File: src/hw/rtl/bsphull_pkg.sv
// ----------------------------------------------------------------------------
// bsphull_pkg: shared types and constants for the hull point classifier
// Operation codes, status codes, table defaults and the front/back queue entry.
// ----------------------------------------------------------------------------
package bsphull_pkg;

  localparam int DEF_NODE_COUNT  = 4096;
  localparam int DEF_PLANE_COUNT = 4096;
  localparam int DEF_MAX_STEPS   = 64;
  localparam int AXIAL_TYPES     = 3;

  localparam logic [1:0] OP_LOAD_PLANE = 2'd0;
  localparam logic [1:0] OP_LOAD_NODE  = 2'd1;
  localparam logic [1:0] OP_QUERY      = 2'd2;
  localparam logic [1:0] OP_NONE       = 2'd3;

  localparam logic [1:0] ST_OK    = 2'd0;
  localparam logic [1:0] ST_RANGE = 2'd1;
  localparam logic [1:0] ST_STEPS = 2'd2;

  localparam logic [0:0] CFG_FIRST_NODE = 1'd0;
  localparam logic [0:0] CFG_LAST_NODE  = 1'd1;

  // classified item passed from front to back
  typedef struct packed {
    logic [1:0]         op;
    logic               slot_ok;
    logic signed [12:0] idx;
    logic [2:0]         ptype;
    logic signed [23:0] vx;
    logic signed [23:0] vy;
    logic signed [23:0] vz;
    logic signed [23:0] pdist;
    logic [11:0]        nplane;
    logic signed [12:0] cfront;
    logic signed [12:0] cback;
  } bsphull_item_t;

  function automatic logic signed [15:0] sat16(input logic signed [23:0] v);
    if (v > 24'sd32767) return 16'sh7fff;
    else if (v < -24'sd32768) return 16'sh8000;
    else return v[15:0];
  endfunction

endpackage

File: src/hw/rtl/bsphull_queue.sv
// ----------------------------------------------------------------------------
// bsphull_queue: two-entry queue between front and back
// ----------------------------------------------------------------------------
module bsphull_queue import bsphull_pkg::*; (
  input  logic          clk,
  input  logic          rst_n,
  input  logic          push,
  input  bsphull_item_t push_data,
  output logic          full,
  input  logic          pop,
  output logic          not_empty,
  output bsphull_item_t pop_data
);

  bsphull_item_t mem_r [2];
  logic          wp_r, rp_r;
  logic [1:0]    cnt_r;

  assign full      = cnt_r == 2'd2;
  assign not_empty = cnt_r != 2'd0;
  assign pop_data  = mem_r[rp_r];

  always_ff @(posedge clk) begin
    if (push) mem_r[wp_r] <= push_data;
    if (!rst_n) begin
      wp_r  <= 1'b0;
      rp_r  <= 1'b0;
      cnt_r <= 2'd0;
    end else begin
      if (push) wp_r <= ~wp_r;
      if (pop)  rp_r <= ~rp_r;
      cnt_r <= cnt_r + 2'(push) - 2'(pop);
    end
  end

endmodule

File: config.mk
export PLATFORM = sky130hd
export DESIGN_NAME = bsphull_queue
export DESIGN_NICKNAME = d
export VERILOG_FILES = /design/src/hw/rtl/bsphull_pkg.sv /design/src/hw/rtl/bsphull_queue.sv
export SDC_FILE = /design/constraint.sdc
export NUM_CORES = 1
export LEC_CHECK = 0
export BUFFER_PORTS_ARGS = -buffer_cell sky130_fd_sc_hd__buf_4
export CAP_MARGIN = 20
export CORE_AREA = 4 4 202 204
export CTS_CLUSTER_SIZE = 12
export DETAILED_ROUTE_END_ITERATION = 16
export DIE_AREA = 0 0 206 208
export GPL_ROUTABILITY_DRIVEN = 0
export PLACE_DENSITY = 0.58
export SETUP_SLACK_MARGIN = 0.15
export SLEW_MARGIN = 20
export SYNTH_ARGS = -nofsm -noshare
export SYNTH_HDL_FRONTEND = slang
export SYNTH_SLANG_ARGS = --single-unit
File: constraint.sdc
create_clock -name clk -period 14.4 [get_ports clk]
set_input_delay 0.72 -clock clk [delete_from_list [all_inputs] [get_ports clk]]
set_output_delay 0.72 -clock clk [all_outputs]
set_load 0.005 [all_outputs]
Word level (Yosys, flattened, before mapping)
Memory sizes are Yosys's and may differ from the RTL's. A register that Yosys moved wholly into a read port is not among the register bits.
Index checks and enable logic that the tools add are counted.

word-level totals
  word-level logic and storage cells = 14
  bits in registers = 4
  latch bits = 0
  bits of input ports = 157
  memories kept = 1
  output and inout port bits = 155
  memory bits (writable) = 306
  bits in read-only memories = 0

memory list
  memory  words  bits a word  read ports  clocked after memory_dff  wr ports  line                 source
  mem_r   2      153          1           1                         1         bsphull_queue.sv:15  bsphull_item_t mem_r [2];

cells by class
  reductions and logical operators = 1
  equal/unequal tests = 1
  multiplexer cells = 4
  $mul = 0
  shifts and indexed selects = 0
  $lt $le $gt $ge = 0
  bitwise operators = 2
  $add $sub $neg = 2
  div/mod/pow operators = 0

operator list
  kind                count
  $mux 1              4
  $add 2x1->2         1
  $eq 2x2->1 const B  1
  $not 1->1           2
  $reduce_bool 2->1   1
  $sub 2x1->2         1

Logic depth before layout (Yosys ltp)
  word-level depth = 3
  gate-level depth with buffers = 6
  mapped depth without buffers = 6

Least setup slack after synthesis
OpenSTA, ideal clock, no wires.

  kind = input-to-reg
  start = in push
  end = mem mem_r[0][0] (netlist name), enable pin
  cell stages on the path = 1
  arrival = 7.367 ns
  required time = 13.714 ns
  path buffers = 0
  setup time = 0.686 ns
  setup slack = 6.347 ns
  cell sequence = nor2b_1

between the ends
  cells in the longest elaborated chain, start to end = 2

ends and longest elaborated chain
  what                          line                 source
  start, declared               bsphull_queue.sv:7   input logic push,
  $mux 1                        bsphull_queue.sv:24  if (push) mem_r[wp_r] <= push_data;
  $mux 1 (not written as such)  bsphull_queue.sv:24
  end, declared                 bsphull_queue.sv:15

Every way passes these cells.

==> impl_metrics.csv <==
group,metric,value,unit
run_status,outcome,"completed",
cells_and_area,final_cell_mix,"buf_4, edfxtp_1, mux2_2, mux2_4, clkbuf_16",
detailed_routing,wl_per_cell,17.68,um
logic_synthesis,seq_area_frac_synth,80.47,%
global_route,grtUsageTotal,10.98,%
logic_synthesis,syn_avg_cell_area,23.23,um2
place,io_buffers,311,
timing,setup_tns,0,ns
pwr,p_leak,0.005857,uW
cells_and_area,final_common_cell,"buf_4",
clock_tree,clk_path_buf_depth,3,
global_route,grt_max_degree,72,
worst_setup_path,cp-end-kind,"output pin",
global_route,grt_use_met1,13.13,%
cells_and_area,fin_cells,1384,
timing,worstMarginPinSlew,1.032,ns
cells_and_area,fin_util,39.48,%
global_route,antenna_found_initial,4,
cells_and_area,drive_gt1_share,60.56,%
logic_synthesis,netlist_top_cells_area,"edfxtp_1, mux2_4, mux2_2",
global_route,overflow,0,
detailed_routing,drtPass1Iterations,4,
place,dpl.hpwl,16120,um
logic_synthesis,yosysWarnings,0,
timing,rsz0062_at_grt,"false",
global_route,busiest_layer,"met2",
clock_tree,clk_latency,0.52,ns
global_route,grt_first_pass_wirelength,36070,um
logic_synthesis,netlist_area,11540,um2
clock_tree,post_cts_buffers,0,
hold_path,hold_path.class,"primary input to flop",
detailed_routing,drtAntennaViolNets,0,
logic_synthesis,yosys.area.top_type,"edfxtp_1",
place,post_dp_cell_area,14450,um2
worst_setup_path,path_class,"flop to output pin",
cells_and_area,final_cell_area,15510,um2
die,die-height,208,um
worst_setup_path,slowest_delay,0.90,ns
global_route,first_global_vias,6089,
detailed_routing,drt-initial-drc-count,208,
logic_synthesis,syn_nets,656,
timing,finalSetupViolCount,0,
cells_and_area,nets,994,
timing,fin_crit_sh,24.51,%
worst_setup_path,required,13.68,ns
pwr,p_per_area,135.3,nW/um2
detailed_routing,num_vias,5685,
logic_synthesis,synth_top_area_share,79.60,%
clock_tree,cts_resized,0,
die,initial_core_util,29.39,%
logic_synthesis,ys_types,14,
timing,slew_viol_final,0,
global_route,use_met3,5.268,%
timing,finalCriticalPeriod,3.530,ns
clock_tree,root_buffer,"clkbuf_16",
die,pin_count,312,
timing,finClkSkew,0.006296,ns
clock_tree,clkTransAtPathRegs,0.06,ns
timing,finalHoldViolations,0,
detailed_routing,drt-vias-per-instance,4.108,
detailed_routing,drc_errors,0,
die,die_x,206,um
worst_setup_path,cp-start-kind,"flop",
detailed_routing,drt_wl_total,24470,um
worst_setup_path,crit_slowest_cell,"dfxtp_4",
worst_setup_path,path_cells,"buf_4, buf_16, mux2_2, buf_4",
cells_and_area,syn_to_final_growth,34.34,%
die,dieArea,42850,um2
die,rows,73,
hold_path,min_from,"push_data[41]",
clock_tree,cts_tree,"yes",
worst_setup_path,crit_fanout,54,
clock_tree,postCtsHoldBufs,0,
worst_setup_path,arrival,2.81,ns
timing,holdWs,0.3822,ns
clock_tree,cts_max_level,2,
die,core,39280,um2
global_route,grt.met2_usage,17.22,%
worst_setup_path,reg2reg_from,"wp_r",
clock_tree,cts_buffers,35,
logic_synthesis,ys_seq_elements,311,
job,drv_cap,0,
pwr,max-vdd-ir-drop,76.25,uV
worst_setup_path,cp_common_cell,"buf_4",
timing,fmax,283.3,MHz
place,place_inst,1322,
clock_tree,clkSinkCount,311,
timing,slew_headroom,31.20,%
logic_synthesis,syn_inst,497,
==> routing by layer <==
layer / wire, um / up-vias / share of wire [%]
li1: - / 2646 / -
met1: 9710 / 2776 / 40
met2: 11600 / 212 / 47
met3: 2446 / 47 / 10
met4: 677 / 4 / 2.8
met5: 27 / - / 0.11
==> cell families after synthesis <==
| group | after synthesis | synth area share (%) |
|---|---|---|
| simple gates | 9 | 0.4877 |
| xor+xnor | 2 | 0.2710 |
| mux | 153 | 17.20 |
| flops | 311 | 80.47 |
| fa+ha+maj | 2 | 0.2167 |
| buf+inv | 19 | 1.290 |
| compound gates | 1 | 0.06506 |
==> final cells by class <==
class                           count  area (um2)
Multi-Input combinational cell    167        2116
Inverter                            2       7.507
Sequential cell                   311        9293
Clock inverter                     16       73.82
Tap cell                          525       656.9
Clock buffer                       43       948.4
Fill cell                        3603       23770
Timing Repair Buffer              318        2407
Antenna cell                        2       5.005
==> registers in the layout (all words and copies together), names as in the netlist, named ones only <==
register,cells
mem_r,306
cnt_r,2
wp_r,1
rp_r,1
==> synth_stat cells <==
master,instances
buf_6,9
xnor3_1,1
buf_2,8
ha_1,2
and2_1,4
inv_1,2
xor2_1,1
mux2_4,70
nor2b_1,4
edfxtp_1,306
mux2_2,83
or2_2,1
dfxtp_1,5
o21a_1,1
==> metrics by stage <==
step | setup slack, ns | total power, uW
finish | 10.87 | 2099
global route | 10.65 | 2196
CTS | 10.52 | 2138
detailed placement | 11.10 | 1324
global placement | 11.11 | 1320
floorplan | 6.347 | 1198
==> power breakdown <==
part	total [uW]	switching, uW	internal [uW]
registers	1070	16.9	1050
logic	233	90.6	143
clock network	800	336	464
total	2100	443	1660
==> critical path, delay by kind of cell (launching register included) <==
kind,cells,cell delay (ns)
mux,1,0.38
buf+inv,3,0.94
flops,1,0.90
==> path summary, 6_finish.rpt <==
kind | to | slack, ns | cells after the start
min reg2reg | flop | 0.57 | 2
max reg2reg | mem_r[0][148] | 12.24 | 2
max | pop_data[152] | 10.87 | 4
min | mem_r[0][41] | 0.38 | 1
Power figures use the tool's default switching activity.
